[config.mk]
export PLATFORM = sky130hd
export DESIGN_NAME = reorder_receive_with_cumulative_ack
export DESIGN_NICKNAME = d
export VERILOG_FILES = /design/src/sv/rrca_pkg.sv /design/src/sv/reorder_receive_with_cumulative_ack.sv /design/src/sv/rrca_front.sv /design/src/sv/rrca_segq.sv /design/src/sv/rrca_back.sv
export SDC_FILE = /design/constraint.sdc
export NUM_CORES = 2
export LEC_CHECK = 0
export BUFFER_PORTS_ARGS = -buffer_cell sky130_fd_sc_hd__buf_4
export CAP_MARGIN = 20
export CORE_MARGIN = 3
export CORE_UTILIZATION = 40
export CTS_CLUSTER_DIAMETER = 150
export DETAILED_ROUTE_END_ITERATION = 6
export SYNTH_ARGS = -nofsm -noshare
export SYNTH_HDL_FRONTEND = slang
export SYNTH_SLANG_ARGS = --single-unit
[constraint.sdc]
create_clock -name i_clk -period 8.76 [get_ports i_clk]
set_input_delay 0.876 -clock i_clk [delete_from_list [all_inputs] [get_ports i_clk]]
set_output_delay 0.876 -clock i_clk [all_outputs]
set_load 0.03 [all_outputs]
[src/sv/rrca_pkg.sv]
// Shared types, constants and result builders for the reorder receiver.
package rrca_pkg;

    localparam int SLOTS     = 8;
    localparam int SLOT_W    = $clog2(SLOTS);
    localparam int SEG_MAX   = 1024;
    localparam int DROP_LIST = 4;
    localparam int DROP_W    = 2;
    localparam int SEQ_W     = 32;
    localparam int LEN_W     = 11;
    localparam int CFG_IDX_W = 3;
    localparam int CFG_W     = 32;
    localparam int PER_W     = 16;
    localparam int CNT_W     = 3;

    localparam int SQ_DEPTH  = 2;
    localparam int SQ_AW     = 1;
    localparam int OQ_DEPTH  = 4;
    localparam int OQ_AW     = 2;

    localparam logic [CFG_IDX_W-1:0] REG_LOSS_MODE   = 3'd0;
    localparam logic [CFG_IDX_W-1:0] REG_LOSS_PERIOD = 3'd1;
    localparam logic [CFG_IDX_W-1:0] REG_DROP_COUNT  = 3'd2;
    localparam logic [CFG_IDX_W-1:0] REG_DROP_AT_0   = 3'd3;
    localparam logic [CFG_IDX_W-1:0] REG_DROP_AT_1   = 3'd4;
    localparam logic [CFG_IDX_W-1:0] REG_DROP_AT_2   = 3'd5;
    localparam logic [CFG_IDX_W-1:0] REG_DROP_AT_3   = 3'd6;

    localparam logic [1:0] LOSS_NONE     = 2'd0;
    localparam logic [1:0] LOSS_PERIODIC = 2'd1;
    localparam logic [1:0] LOSS_LISTED   = 2'd2;

    localparam logic KIND_DELIVER = 1'b0;
    localparam logic KIND_ACK     = 1'b1;

    typedef struct packed {
        logic [SEQ_W-1:0] seq;
        logic [LEN_W-1:0] len;
        logic             fin;
    } t_seg;

    typedef struct packed {
        logic             kind;
        logic [SEQ_W-1:0] deliver_start;
        logic [LEN_W-1:0] deliver_len;
        logic [SEQ_W-1:0] echo_seq;
        logic [SEQ_W-1:0] ack_next;
        logic             stream_done;
        logic             store_full;
        logic             last;
    } t_res;

    function automatic t_res mk_deliver(logic [SEQ_W-1:0] start, logic [LEN_W-1:0] len);
        t_res r;
        r               = '0;
        r.kind          = KIND_DELIVER;
        r.deliver_start = start;
        r.deliver_len   = len;
        return r;
    endfunction

    function automatic t_res mk_ack(logic [SEQ_W-1:0] echo, logic [SEQ_W-1:0] next,
                                    logic done, logic full);
        t_res r;
        r             = '0;
        r.kind        = KIND_ACK;
        r.echo_seq    = echo;
        r.ack_next    = next;
        r.stream_done = done;
        r.store_full  = full;
        r.last        = 1'b1;
        return r;
    endfunction

endpackage

[src/sv/reorder_receive_with_cumulative_ack.sv]
// A request reaches the segment queue on its accept edge; the back end then writes an old or
// early segment's ack, or an in-order one's delivery, into the result queue. It writes one
// result per cycle while the result queue has room; an in-order segment adds one delivery per
// slot drained by the drain walk and a closing ack, and no new segment is popped until it ends.
// A loss_period write runs a bit-serial remainder recompute with full held high.
// Reset (synchronous, active low) empties both queues, clears all slots and counters.
module reorder_receive_with_cumulative_ack import rrca_pkg::*; (
    input  logic                 i_clk,
    input  logic                 i_rst_n,
    input  logic                 i_cfg_we,
    input  logic [CFG_IDX_W-1:0] i_cfg_idx,
    input  logic [CFG_W-1:0]     i_cfg_wdata,
    input  logic                 push,
    output logic                 full,
    input  logic [SEQ_W-1:0]     i_seg_seq,
    input  logic [LEN_W-1:0]     i_seg_len,
    input  logic                 i_seg_fin,
    output logic                 empty,
    input  logic                 pop,
    output logic                 o_kind,
    output logic [SEQ_W-1:0]     o_deliver_start,
    output logic [LEN_W-1:0]     o_deliver_len,
    output logic [SEQ_W-1:0]     o_echo_seq,
    output logic [SEQ_W-1:0]     o_ack_next,
    output logic                 o_stream_done,
    output logic                 o_store_full,
    output logic                 o_last
);

    t_seg in_seg;
    t_seg front_seg;
    t_seg q_seg;
    t_res res;
    logic front_busy;
    logic front_wr;
    logic q_full;
    logic q_empty;
    logic q_pop;
    logic accept;

    assign in_seg.seq = i_seg_seq;
    assign in_seg.len = i_seg_len;
    assign in_seg.fin = i_seg_fin;
    assign full       = front_busy || q_full;
    assign accept     = push && !full;

    rrca_front u_front (
        .i_clk       (i_clk),
        .i_rst_n     (i_rst_n),
        .i_cfg_we    (i_cfg_we),
        .i_cfg_idx   (i_cfg_idx),
        .i_cfg_wdata (i_cfg_wdata),
        .i_accept    (accept),
        .i_seg       (in_seg),
        .o_busy      (front_busy),
        .o_wr        (front_wr),
        .o_seg       (front_seg)
    );

    rrca_segq u_segq (
        .i_clk   (i_clk),
        .i_rst_n (i_rst_n),
        .i_wr    (front_wr),
        .i_seg   (front_seg),
        .o_full  (q_full),
        .i_rd    (q_pop),
        .o_empty (q_empty),
        .o_seg   (q_seg)
    );

    rrca_back u_back (
        .i_clk       (i_clk),
        .i_rst_n     (i_rst_n),
        .i_seg       (q_seg),
        .i_seg_empty (q_empty),
        .o_seg_pop   (q_pop),
        .o_res       (res),
        .o_empty     (empty),
        .i_pop       (pop)
    );

    assign o_kind          = res.kind;
    assign o_deliver_start = res.deliver_start;
    assign o_deliver_len   = res.deliver_len;
    assign o_echo_seq      = res.echo_seq;
    assign o_ack_next      = res.ack_next;
    assign o_stream_done   = res.stream_done;
    assign o_store_full    = res.store_full;
    assign o_last          = res.last;

    a_period_recompute: assert property (@(posedge i_clk) disable iff (!i_rst_n)
        (i_cfg_we && (i_cfg_idx == REG_LOSS_PERIOD)) |=> full)
        else $error("loss_period write did not hold off requests");

    a_delivery_fields: assert property (@(posedge i_clk) disable iff (!i_rst_n)
        (!empty && (o_kind == KIND_DELIVER)) |->
            (!o_last && (o_echo_seq == '0) && (o_ack_next == '0) && !o_store_full))
        else $error("delivery result carries ack fields");

    a_len_saturated: assert property (@(posedge i_clk) disable iff (!i_rst_n)
        !empty |-> (o_deliver_len <= LEN_W'(SEG_MAX)))
        else $error("delivered length above maximum segment size");

endmodule

[src/sv/rrca_front.sv]
// Front end: configuration registers, arrival counter and loss injection.
module rrca_front import rrca_pkg::*; (
    input  logic                 i_clk,
    input  logic                 i_rst_n,
    input  logic                 i_cfg_we,
    input  logic [CFG_IDX_W-1:0] i_cfg_idx,
    input  logic [CFG_W-1:0]     i_cfg_wdata,
    input  logic                 i_accept,
    input  t_seg                 i_seg,
    output logic                 o_busy,
    output logic                 o_wr,
    output t_seg                 o_seg
);

    logic [1:0]       r_mode;
    logic [PER_W-1:0] r_period;
    logic [CNT_W-1:0] r_drop_cnt;
    logic [SEQ_W-1:0] r_drop_at [DROP_LIST];
    logic [SEQ_W-1:0] r_arr;
    logic [PER_W:0]   r_rem;
    logic [CNT_W-1:0] r_drop_idx;
    logic             r_busy;
    logic [4:0]       r_step;

    logic [PER_W-1:0] eff_period;
    logic [PER_W:0]   divisor;
    logic [SEQ_W-1:0] n_arr;
    logic [PER_W:0]   n_rem;
    logic [CNT_W-1:0] drop_n;
    logic             list_hit;
    logic             per_hit;
    logic [PER_W+1:0] trial;
    logic             trial_ge;

    assign eff_period = (r_period < PER_W'(2)) ? PER_W'(2) : r_period;
    assign divisor    = {1'b0, eff_period} + (PER_W+1)'(1);
    assign n_arr      = r_arr + SEQ_W'(1);
    // Running remainder of the arrival count; restart it when the count wraps.
    assign n_rem      = (n_arr == '0) ? '0 :
                        (r_rem == divisor - (PER_W+1)'(1)) ? '0 : r_rem + (PER_W+1)'(1);
    assign drop_n     = (r_drop_cnt > CNT_W'(DROP_LIST)) ? CNT_W'(DROP_LIST) : r_drop_cnt;
    assign list_hit   = (r_mode == LOSS_LISTED) && (r_drop_idx < drop_n) &&
                        (n_arr == r_drop_at[r_drop_idx[DROP_W-1:0]]);
    assign per_hit    = (r_mode == LOSS_PERIODIC) && ((n_arr == SEQ_W'(1)) || (n_rem == '0));

    assign trial    = {r_rem, r_arr[~r_step]};
    assign trial_ge = trial >= {1'b0, divisor};

    assign o_busy      = r_busy;
    assign o_wr        = i_accept && !per_hit && !list_hit;
    assign o_seg.seq   = i_seg.seq;
    assign o_seg.len   = (i_seg.len > LEN_W'(SEG_MAX)) ? LEN_W'(SEG_MAX) : i_seg.len;
    assign o_seg.fin   = i_seg.fin;

    always_ff @(posedge i_clk) begin
        if (!i_rst_n) begin
            r_mode     <= LOSS_NONE;
            r_period   <= PER_W'(2);
            r_drop_cnt <= '0;
            for (int i = 0; i < DROP_LIST; i++) begin
                r_drop_at[i] <= SEQ_W'(1);
            end
            r_arr      <= '0;
            r_rem      <= '0;
            r_drop_idx <= '0;
            r_busy     <= 1'b0;
            r_step     <= '0;
        end else begin
            if (i_cfg_we) begin
                case (i_cfg_idx)
                    REG_LOSS_MODE:   r_mode     <= i_cfg_wdata[1:0];
                    REG_LOSS_PERIOD: begin
                        r_period <= i_cfg_wdata[PER_W-1:0];
                        // recompute the remainder against the new period
                        r_busy   <= 1'b1;
                        r_step   <= '0;
                        r_rem    <= '0;
                    end
                    REG_DROP_COUNT:  r_drop_cnt <= i_cfg_wdata[CNT_W-1:0];
                    REG_DROP_AT_0:   r_drop_at[0] <= i_cfg_wdata;
                    REG_DROP_AT_1:   r_drop_at[1] <= i_cfg_wdata;
                    REG_DROP_AT_2:   r_drop_at[2] <= i_cfg_wdata;
                    REG_DROP_AT_3:   r_drop_at[3] <= i_cfg_wdata;
                    default: ;
                endcase
            end else if (r_busy) begin
                // one restoring division step per cycle while no config write comes in, MSB first
                r_rem  <= trial_ge ? (PER_W+1)'(trial - {1'b0, divisor})
                                   : trial[PER_W:0];
                r_step <= r_step + 5'd1;
                if (r_step == 5'd31) begin
                    r_busy <= 1'b0;
                end
            end else if (i_accept) begin
                r_arr <= n_arr;
                r_rem <= n_rem;
                if (list_hit) begin
                    r_drop_idx <= r_drop_idx + CNT_W'(1);
                end
            end
        end
    end

endmodule

[src/sv/rrca_segq.sv]
// Short queue of accepted segment requests that survive loss injection, between the front and back ends.
module rrca_segq import rrca_pkg::*; (
    input  logic i_clk,
    input  logic i_rst_n,
    input  logic i_wr,
    input  t_seg i_seg,
    output logic o_full,
    input  logic i_rd,
    output logic o_empty,
    output t_seg o_seg
);

    t_seg             r_q [SQ_DEPTH];
    logic [SQ_AW-1:0] r_wp;
    logic [SQ_AW-1:0] r_rp;
    logic [SQ_AW:0]   r_cnt;

    logic wr_en;
    logic rd_en;

    assign o_full  = (r_cnt == (SQ_AW+1)'(SQ_DEPTH));
    assign o_empty = (r_cnt == '0);
    assign wr_en   = i_wr && !o_full;
    assign rd_en   = i_rd && !o_empty;
    assign o_seg   = r_q[r_rp];

    always_ff @(posedge i_clk) begin
        if (wr_en) begin
            r_q[r_wp] <= i_seg;
        end
    end

    always_ff @(posedge i_clk) begin
        if (!i_rst_n) begin
            r_wp  <= '0;
            r_rp  <= '0;
            r_cnt <= '0;
        end else begin
            if (wr_en) begin
                r_wp <= r_wp + SQ_AW'(1);
            end
            if (rd_en) begin
                r_rp <= r_rp + SQ_AW'(1);
            end
            r_cnt <= r_cnt + (SQ_AW+1)'(wr_en) - (SQ_AW+1)'(rd_en);
        end
    end

endmodule

[src/sv/rrca_back.sv]
// Back end: slot table, in-order delivery, drain walk and result queue.
module rrca_back import rrca_pkg::*; (
    input  logic i_clk,
    input  logic i_rst_n,
    input  t_seg i_seg,
    input  logic i_seg_empty,
    output logic o_seg_pop,
    output t_res o_res,
    output logic o_empty,
    input  logic i_pop
);

    localparam logic ST_IDLE  = 1'b0;
    localparam logic ST_DRAIN = 1'b1;

    logic             r_state;
    logic [SEQ_W-1:0] r_delivered;
    logic             r_fin_seen;
    logic [SLOTS-1:0] r_valid;
    logic [SEQ_W-1:0] r_sseq [SLOTS];
    logic [LEN_W-1:0] r_slen [SLOTS];
    logic             r_sfin [SLOTS];
    logic [SEQ_W-1:0] r_cur_seq;

    t_res             r_oq [OQ_DEPTH];
    logic [OQ_AW-1:0] r_wp;
    logic [OQ_AW-1:0] r_rp;
    logic [OQ_AW:0]   r_cnt;

    logic              n_state;
    logic [SEQ_W-1:0]  n_delivered;
    logic              n_fin_seen;
    logic [SLOTS-1:0]  n_valid;
    logic [SEQ_W-1:0]  expect_seq;
    logic              hit_any;
    logic [SLOT_W-1:0] hit_idx;
    logic              free_any;
    logic [SLOT_W-1:0] free_idx;
    logic              st_any;
    logic [SLOT_W-1:0] st_idx;
    logic              m_any;
    logic [SLOT_W-1:0] m_idx;
    logic              room;
    logic              store_we;
    logic              oq_wr;
    logic              oq_rd;
    t_res              oq_wdata;

    assign expect_seq = r_delivered + SEQ_W'(1);
    assign room       = (r_cnt != (OQ_AW+1)'(OQ_DEPTH));
    assign o_empty    = (r_cnt == '0);
    assign oq_rd      = i_pop && !o_empty;
    assign o_res      = r_oq[r_rp];

    // Parallel compare over the slots; the descending walk leaves the lowest index.
    always_comb begin
        hit_any  = 1'b0;
        hit_idx  = '0;
        free_any = 1'b0;
        free_idx = '0;
        m_any    = 1'b0;
        m_idx    = '0;
        for (int i = SLOTS - 1; i >= 0; i--) begin
            if (r_valid[i] && (r_sseq[i] == i_seg.seq)) begin
                hit_any = 1'b1;
                hit_idx = SLOT_W'(i);
            end
            if (!r_valid[i]) begin
                free_any = 1'b1;
                free_idx = SLOT_W'(i);
            end
            if (r_valid[i] && (r_sseq[i] == expect_seq)) begin
                m_any = 1'b1;
                m_idx = SLOT_W'(i);
            end
        end
        st_any = hit_any || free_any;
        st_idx = hit_any ? hit_idx : free_idx;
    end

    always_comb begin
        n_state     = r_state;
        n_delivered = r_delivered;
        n_fin_seen  = r_fin_seen;
        n_valid     = r_valid;
        o_seg_pop   = 1'b0;
        store_we    = 1'b0;
        oq_wr       = 1'b0;
        oq_wdata    = '0;
        case (r_state)
            ST_IDLE: begin
                if (!i_seg_empty && room) begin
                    o_seg_pop = 1'b1;
                    oq_wr     = 1'b1;
                    if (i_seg.seq > expect_seq) begin
                        // early: park it, flag the ack if no slot is left
                        store_we = st_any;
                        if (st_any) begin
                            n_valid[st_idx] = 1'b1;
                        end
                        oq_wdata = mk_ack(i_seg.seq, expect_seq, r_fin_seen, !st_any);
                    end else if (i_seg.seq == expect_seq) begin
                        oq_wdata    = mk_deliver(i_seg.seq, i_seg.len);
                        n_delivered = r_delivered + {{(SEQ_W-LEN_W){1'b0}}, i_seg.len};
                        n_fin_seen  = r_fin_seen || i_seg.fin;
                        n_state     = ST_DRAIN;
                    end else begin
                        oq_wdata = mk_ack(i_seg.seq, expect_seq, r_fin_seen, 1'b0);
                    end
                end
            end
            ST_DRAIN: begin
                if (room) begin
                    oq_wr = 1'b1;
                    if (m_any) begin
                        oq_wdata       = mk_deliver(r_sseq[m_idx], r_slen[m_idx]);
                        n_delivered    = r_delivered +
                                         {{(SEQ_W-LEN_W){1'b0}}, r_slen[m_idx]};
                        n_fin_seen     = r_fin_seen || r_sfin[m_idx];
                        n_valid[m_idx] = 1'b0;
                    end else begin
                        oq_wdata = mk_ack(r_cur_seq, expect_seq, r_fin_seen, 1'b0);
                        n_state  = ST_IDLE;
                    end
                end
            end
            default: n_state = ST_IDLE;
        endcase
    end

    always_ff @(posedge i_clk) begin
        if (store_we) begin
            r_sseq[st_idx] <= i_seg.seq;
            r_slen[st_idx] <= i_seg.len;
            r_sfin[st_idx] <= i_seg.fin;
        end
        if (o_seg_pop) begin
            r_cur_seq <= i_seg.seq;
        end
        if (oq_wr) begin
            r_oq[r_wp] <= oq_wdata;
        end
    end

    always_ff @(posedge i_clk) begin
        if (!i_rst_n) begin
            r_state     <= ST_IDLE;
            r_delivered <= '0;
            r_fin_seen  <= 1'b0;
            r_valid     <= '0;
            r_wp        <= '0;
            r_rp        <= '0;
            r_cnt       <= '0;
        end else begin
            r_state     <= n_state;
            r_delivered <= n_delivered;
            r_fin_seen  <= n_fin_seen;
            r_valid     <= n_valid;
            if (oq_wr) begin
                r_wp <= r_wp + OQ_AW'(1);
            end
            if (oq_rd) begin
                r_rp <= r_rp + OQ_AW'(1);
            end
            r_cnt <= r_cnt + (OQ_AW+1)'(oq_wr) - (OQ_AW+1)'(oq_rd);
        end
    end

endmodule
# [Word level (Yosys, flattened, before mapping)]
# Memory sizes are Yosys's and may differ from the RTL's. A register that Yosys moved wholly into a read port is not among the register bits.
# Index checks and enable logic that the tools add are counted.
[totals] register_bits=164 memories=6 mem_bits_rw=1012
[classes] addsub=18 n_reduce_logical=56 n_lt_le_gt_ge=11 bitwise_logic=11 mux=142 eq_ne=39
[memory_table] name="u_back.r_oq" words=4 word_bits=111 rd=1 rd_clocked_by_memory_dff=1 wr=1 line="rrca_back.sv:25" rtl="t_res r_oq [OQ_DEPTH];"
[memory_table] name="u_back.r_sseq" words=8 word_bits=32 rd=9 rd_clocked_by_memory_dff=0 wr=1 line="rrca_back.sv:20" rtl="logic [SEQ_W-1:0] r_sseq [SLOTS];"
[memory_table] name="u_front.r_drop_at" words=4 word_bits=32 rd=1 rd_clocked_by_memory_dff=1 wr=4 line="rrca_front.sv:18" rtl="logic [SEQ_W-1:0] r_drop_at [DROP_LIST];"
[memory_table] name="u_back.r_slen" words=8 word_bits=11 rd=1 rd_clocked_by_memory_dff=0 wr=1 line="rrca_back.sv:21" rtl="logic [LEN_W-1:0] r_slen [SLOTS];"
[memory_table] name="u_segq.r_q" words=2 word_bits=44 rd=1 rd_clocked_by_memory_dff=1 wr=1 line="rrca_segq.sv:13" rtl="t_seg r_q [SQ_DEPTH];"
[memory_table] name="u_back.r_sfin" words=8 word_bits=1 rd=1 rd_clocked_by_memory_dff=0 wr=1 line="rrca_back.sv:22" rtl="logic r_sfin [SLOTS];"
[ops] op="$eq 32x32->1" n=18
[ops] op="$mux 111" n=5
[ops] op="$mux 32" n=9
[ops] op="$pmux 111 s2" n=1
[ops] op="$mux 17" n=7
[ops] op="$mux 3" n=26
[ops] op="$mux 1" n=72
[ops] op="$add 32x1->32 const B" n=2
[ops] op="$add 32x11->32" n=2
[ops] op="$pmux 32 s2" n=1
[ops] op="$mux 8" n=5
[ops] op="$eq 32x1->1 const B" n=1
[ops] op="$gt 32x32->1" n=1
[ops] op="$logic_not 32->1" n=1
[ops] op="$logic_and 1x1->1" n=28
[ops] op="$ge 18x17->1" n=1
[ops] op="$add 16x1->17 const B" n=1
[ops] op="$add 17x1->17 const B" n=1
[ops] op="$eq 17x17->1" n=1
[ops] op="$logic_not 17->1" n=1
[ops] op="$sub 17x1->17 const B" n=1
[ops] op="$sub 17x17->17" n=1
[ops] op="$lt 16x2->1 const B" n=1
[ops] op="$mux 16" n=1
[ops] op="46 further kinds" n=89

# [Longest topological paths before layout]
[logic_depth] ltp_word=20 depth_mapped=36 mapped_depth_nobuf=32

# [By module]
# A second synthesis with hierarchy kept.
[unflattened] cells_unflattened=5062 hier_area_um2=62588.8
[modules_own_cells] mod="rrca_back" seq_area_each_um2=25764.7 area_per_inst_um2=45178.3 instances=1 cells_each=3470
[modules_own_cells] mod="rrca_front" seq_area_each_um2=5465.2 area_per_inst_um2=13783.2 instances=1 cells_each=1426
[modules_own_cells] mod="rrca_segq" seq_area_each_um2=2742.6 area_per_inst_um2=3613.5 instances=1 cells_each=164
[modules_own_cells] mod="reorder_receive_with_cumulative_ack" seq_area_each_um2=0.0 area_per_inst_um2=13.8 instances=1 cells_each=2

# [Least setup slack after synthesis]
# OpenSTA, ideal clock, no wires.
[synth_timing] path_type="reg-to-reg" from="register u_back.r_delivered[1]" to="register u_back.r_valid[2]" path_buffers=2 setup_slack_ns=1.283 required_ns=8.675 synth_period_minus_slack_ns=7.477 path_stages_with_launch=23 setup_ns=0.085 arrival_ns=7.392 cell_sequence="dfxtp_1 > ha_1 > buf_2 > and3_1 > nand3_1 > clkbuf_1 > nor4_2 > xnor2_1 > ha_1 > a21o_1 > a21o_1 > a21o_1 > a21o_1 > a21oi_1 > nor2b_1 > o21ai_0 > nand2b_1 > a2111oi_0 > or3_1 > or2_2 > nor3_1 > o21ai_0 > a31oi_1"
[synth_via] elab_chain_cells=20 elab_cells_between_ends=47 classes_between="add/sub: 1; order compare: 3; eq/ne: 10; mux: 21; bitwise: 2; reduce/logical: 10"
[synth_lines] element="from (decl)" line="rrca_back.sv:17" rtl="logic [SEQ_W-1:0] r_delivered;"
[synth_lines] element="from (signal assigned)" line="rrca_back.sv:156" rtl="r_delivered <= n_delivered;"
[synth_lines] element="$add 32x1->32 (*)" line="rrca_back.sv:49" rtl="assign expect_seq = r_delivered + SEQ_W'(1);"
[synth_lines] element="$eq 32x32->1" line="rrca_back.sv:72" rtl="if (r_valid[i] && (r_sseq[i] == expect_seq)) begin"
[synth_lines] element="$logic_and 1x1->1" line="rrca_back.sv:72"
[synth_lines] element="$mux 3 (8 in series)" line="rrca_back.sv:72"
[synth_lines] element="$lt 3x4->1 (implied by the code) / $ge 3x1->1 (equally long branches)" line="rrca_back.sv:120" rtl="n_valid[m_idx] = 1'b0;"
[synth_lines] element="$logic_and 1x1->1 (implied by the code)" line="rrca_back.sv:120"
[synth_lines] element="$mux 1 (implied by the code)" line="rrca_back.sv:120"
[synth_lines] element="$demux 1 s3"
[synth_lines] element="$not 8->8 (no line)"
[synth_lines] element="$and 8x8->8 (no line)"
[synth_lines] element="$mux 8" line="rrca_back.sv:115" rtl="if (m_any) begin"
[synth_lines] element="$mux 8" line="rrca_back.sv:113" rtl="if (room) begin"
[synth_lines] element="$pmux 8 s2" line="rrca_back.sv:90" rtl="case (r_state)"
[synth_lines] element="to (signal assigned)" line="rrca_back.sv:158" rtl="r_valid <= n_valid;"
[synth_lines] element="to (decl)" line="rrca_back.sv:19" rtl="logic [SLOTS-1:0] r_valid;"
# Every way passes the cells marked *; elsewhere a longest branch is shown, timed or not. The select of a mux whose other input is x is not followed.
# A chain may end at the register's enable or synchronous reset.

# [Worst setup path after layout]
[layout_timing] from="register u_back.r_delivered[0]" to="register u_back.r_delivered[17]"
[layout_via] elab_chain_cells=16 elab_cells_between_ends=48 classes_between="add/sub: 3; order compare: 1; eq/ne: 12; mux: 22; reduce/logical: 9; memory: 1"
[layout_lines] element="$add 32x1->32" line="rrca_back.sv:49"
[layout_lines] element="$eq 32x32->1" line="rrca_back.sv:72"
[layout_lines] element="$logic_and 1x1->1" line="rrca_back.sv:72"
[layout_lines] element="$mux 3 (8 in series)" line="rrca_back.sv:72"
[layout_lines] element="$mem_v2 8x11"
[layout_lines] element="$add 32x11->32" line="rrca_back.sv:117" rtl="n_delivered = r_delivered +"
[layout_lines] element="$mux 32" line="rrca_back.sv:115"
[layout_lines] element="$mux 32" line="rrca_back.sv:113"
[layout_lines] element="$pmux 32 s2" line="rrca_back.sv:90"
# Several ways; a longest one is shown, not always the timed one. The select of a mux whose other input is x is not followed.

==> reports/qor.yml <==
floorplanning:
  core_sq_um: 150000
  die_w_um: 396
  die_y_um: 396
  start_util_pct: 40.4
  row_count: 142
  ios: 197
  die_area_sq_um: 157000
power_and_ir_drop:
  power.share.clock_pct: 29.5
  p_int_w: 0.0121
  vdd_ir_drop_max_mv: 0.238
  p_leak_nw: 24.7
  p_switching_w: 0.00654
  power_density_nw_per_um2: 256
  seqPwrFrac_pct: 41.0
  p_sw_share_pct: 35.2
  p_comb_share_pct: 29.6
flow_run:
  maxCapViolCount: 0
timing:
  tightest_slew_ps: 1260
  report.final.setup_viol: 0
  fmax_mhz: 121
  relSlewSlack_pct: 15.2
  worst_clock_skew_ps: 50.2
  hold_viol: 0
  finalCriticalPeriod_ps: 8290
  fin_tns_setup_ps: 0
  period_share_pct: 94.7
  maxSlewViolCount: 0
  rsz0062_at_grt: "false"
global_routing:
  grt_use_total_pct: 36.0
  grt-busiest-layer: "met2"
  grt_util_met1_pct: 48.1
  grt_pass1_vias: 44600
  use_met2_pct: 55.1
  grt_pass1_wl_um: 386000
  use_met3_pct: 7.43
  antenna_found_initial: 27
  grt_start_max_net_pins: 90
  gr-total-overflow: 0
critical_path:
  start_kind: "flop"
  crit_path_end_kind: "flop"
  slowest_stage: "and2_0"
  cpMostUsedCell: "buf_4"
  r2r_slack_ps: 470
  crit_path_max_incr_delay_ps: 680
  path_depth: 32
  path_delay_family: "compound AO/OA/AOI/OAI gates"
  required_ps: 9430
  r2r_cells: 32
  crit_arrival_ps: 8970
  crit_type: "reg -> reg"
  crit_path_start: "u_back.r_delivered[0]$_SDFFE_PN0P_"
  r2r-end: "u_back.r_delivered[17]$_SDFFE_PN0P_"
  worst-path-buf-inv: 5
  endpoint: "u_back.r_delivered[17]$_SDFFE_PN0P_"
  crit_fanout: 9
  r2r-start: "u_back.r_delivered[0]$_SDFFE_PN0P_"
synth:
  yosys_warnings: 0
  syn_area_per_cell_sq_um: 12.3
  syn-num-nets: 5109
  ys_seq_area_share_pct: 55.9
  synth_cells: 4942
  synth_flop_cell: "edfxtp_1"
  synth-edff-count: 1040
  syn_area_sq_um: 60800
  synth-seq-cells: 1177
  async_reset_ff_share_pct: 0
  synth_cell_types: 99
layout:
  drive_gt1_share_pct: 21.6
  layout_common_cells: "edfxtp_1, buf_4, xnor2_1, nor2_1, nand2_1"
  final_common_cell: "edfxtp_1"
  instances_no_fill: 7607
  fill_cells: 13400
  fin_nets: 5649
  area_delta_synth_final_pct: 19.6
clock_network:
  clock-sinks: 1177
  clkLatencyLatePin_ps: 820
  cts.repair.resized: 0
  h-tree-depth: 4
  ctsLongestPathBuffers: 3
  clk_pin_slew_ps: 60
  cts_buffers: 131
  hold_buffers: 0
  postCtsSetupRepairBufs: 0
  cts_tree: "yes"
  cts-root-buf: "clkbuf_16"
worst_hold_path:
  min_path_type: "in -> reg"
  worstHoldPathCells: 1
route:
  antenna_violating_nets_post_route: 0
  wl_per_cell_um: 37.7
  route.detailed.drc: 0
  dr.pass1.iters: 6
  drt_iter0_drc: 5520
  vias: 46500
  finalWirelength_um: 286000
  via_per_inst: 6.11
status:
  status: "completed"
place:
  dp_hpwl_um: 219000
  io_buffers: 196
  gp_congestion: 1.07
  dp.cells: 7365
==> logic make-up after synthesis <==
logic type,synth area share (%)
muxes,7.37
adders and majority gates,1.75
xor gates and xnor gates,10.1
AOI/OAI and AO/OA,9.12
buffers and inverters,2.86
DFF,55.9
and+or+nand+nor,12.9
==> cells in the mapped netlist (111+ instances only) <==
| master | number | area share (%) |
|---|---|---|
| nor2_1 | 379 | 2.3 |
| nand2_1 | 235 | 1.5 |
| edfxtp_1 | 1040 | 51 |
| nor3_1 | 116 | 0.96 |
| xnor2_1 | 498 | 7.2 |
| mux4_2 | 152 | 5.6 |
| nor4_1 | 111 | 1.1 |
| dfxtp_1 | 137 | 4.5 |
| a21oi_1 | 156 | 1.3 |
| nand3_1 | 129 | 1.1 |
| inv_1 | 124 | 0.77 |
| and2_1 | 147 | 1.5 |
| xor2_1 | 115 | 1.7 |
| o21ai_0 | 175 | 1.4 |
| clkbuf_1 | 231 | 1.4 |
==> worst register-to-register path: cells and delay by family (launching register included) <==
family	cells	cell delay, ps
compound gates	16	3280
simple gates	7	2050
buf+inv	5	1090
fa+ha+maj	2	780
flops	1	510
mux	2	500
==> layout make-up <==
cell class              count  area [sq um]  area share [%]
diodes                     10          25.0          0.0344
clock buffers             175          3570            4.91
clock inverters            57           677           0.932
inverters                 127           478           0.658
multi-input cells        3311         25400            35.0
flip-flops and latches   1177         34000            46.8
well taps                2016          2520            3.47
repair buffers            734          5950            8.18
==> how the worst min path moves through the flow <==
| stage | from | to | slack (ps) |
|---|---|---|---|
| finish | i_seg_seq[9] | u_segq.r_q[0][21]$_DFFE_PP_ | 260 |
| global route | i_seg_seq[9] | u_segq.r_q[0][21]$_DFFE_PP_ | 220 |
| CTS | i_seg_seq[13] | u_segq.r_q[0][25]$_DFFE_PP_ | 190 |
| detailed placement | u_back.r_fin_seen$_SDFFE_PN0P_ | u_back.r_fin_seen$_SDFFE_PN0P_ | 470 |
| global placement | u_back.r_fin_seen$_SDFFE_PN0P_ | u_back.r_fin_seen$_SDFFE_PN0P_ | 450 |
| floorplan | u_back.r_fin_seen$_SDFFE_PN0P_ | u_back.r_fin_seen$_SDFFE_PN0P_ | 430 |
==> state kept, by name (all words and copies together) (netlist names), 2 cells and up, named ones only <==
signal,count
u_back.r_oq,440
u_back.r_sseq,256
u_front.r_drop_at,128
u_back.r_slen,88
u_segq.r_q,88
u_back.r_cur_seq,32
u_back.r_delivered,32
u_front.r_arr,32
u_front.r_rem,17
u_front.r_period,16
u_back.r_sfin,8
u_back.r_valid,8
u_front.r_step,5
u_back.r_cnt,3
u_front.r_drop_cnt,3
u_front.r_drop_idx,3
u_back.r_rp,2
u_back.r_wp,2
u_front.r_mode,2
u_segq.r_cnt,2
==> stage by stage <==
stage	power, W	worst slack [ps]	util [%]	cell area (sq um)	hold WS (ps)
floorplan	0.0105	1280	-	60800	433
global placement	0.0132	571	45.5	68300	450
detailed placement	0.0132	512	45.5	68400	466
CTS	0.0187	459	48.3	72600	193
global route	0.0192	138	48.3	72600	221
finish	0.0186	465	48.3	72600	256
==> power by group through the flow <==
stage | Combinational, W | Clock (W) | Sequential [W]
6_report | 0.00550 | 0.00548 | 0.00762
5_1_grt | 0.00569 | 0.00581 | 0.00767
4_1_cts | 0.00549 | 0.00558 | 0.00761
3_5_place_dp | 0.00546 | 0 | 0.00773
3_3_place_gp | 0.00546 | 0 | 0.00770
2_1_floorplan | 0.00297 | 0 | 0.00753
==> routing by layer <==
metal	share of wire (%)	wire length, um
met1	41	116000
met2	45	128000
met3	8.1	23300
met4	6.7	19200
met5	0.028	81
Power figures use the tool's default switching activity.
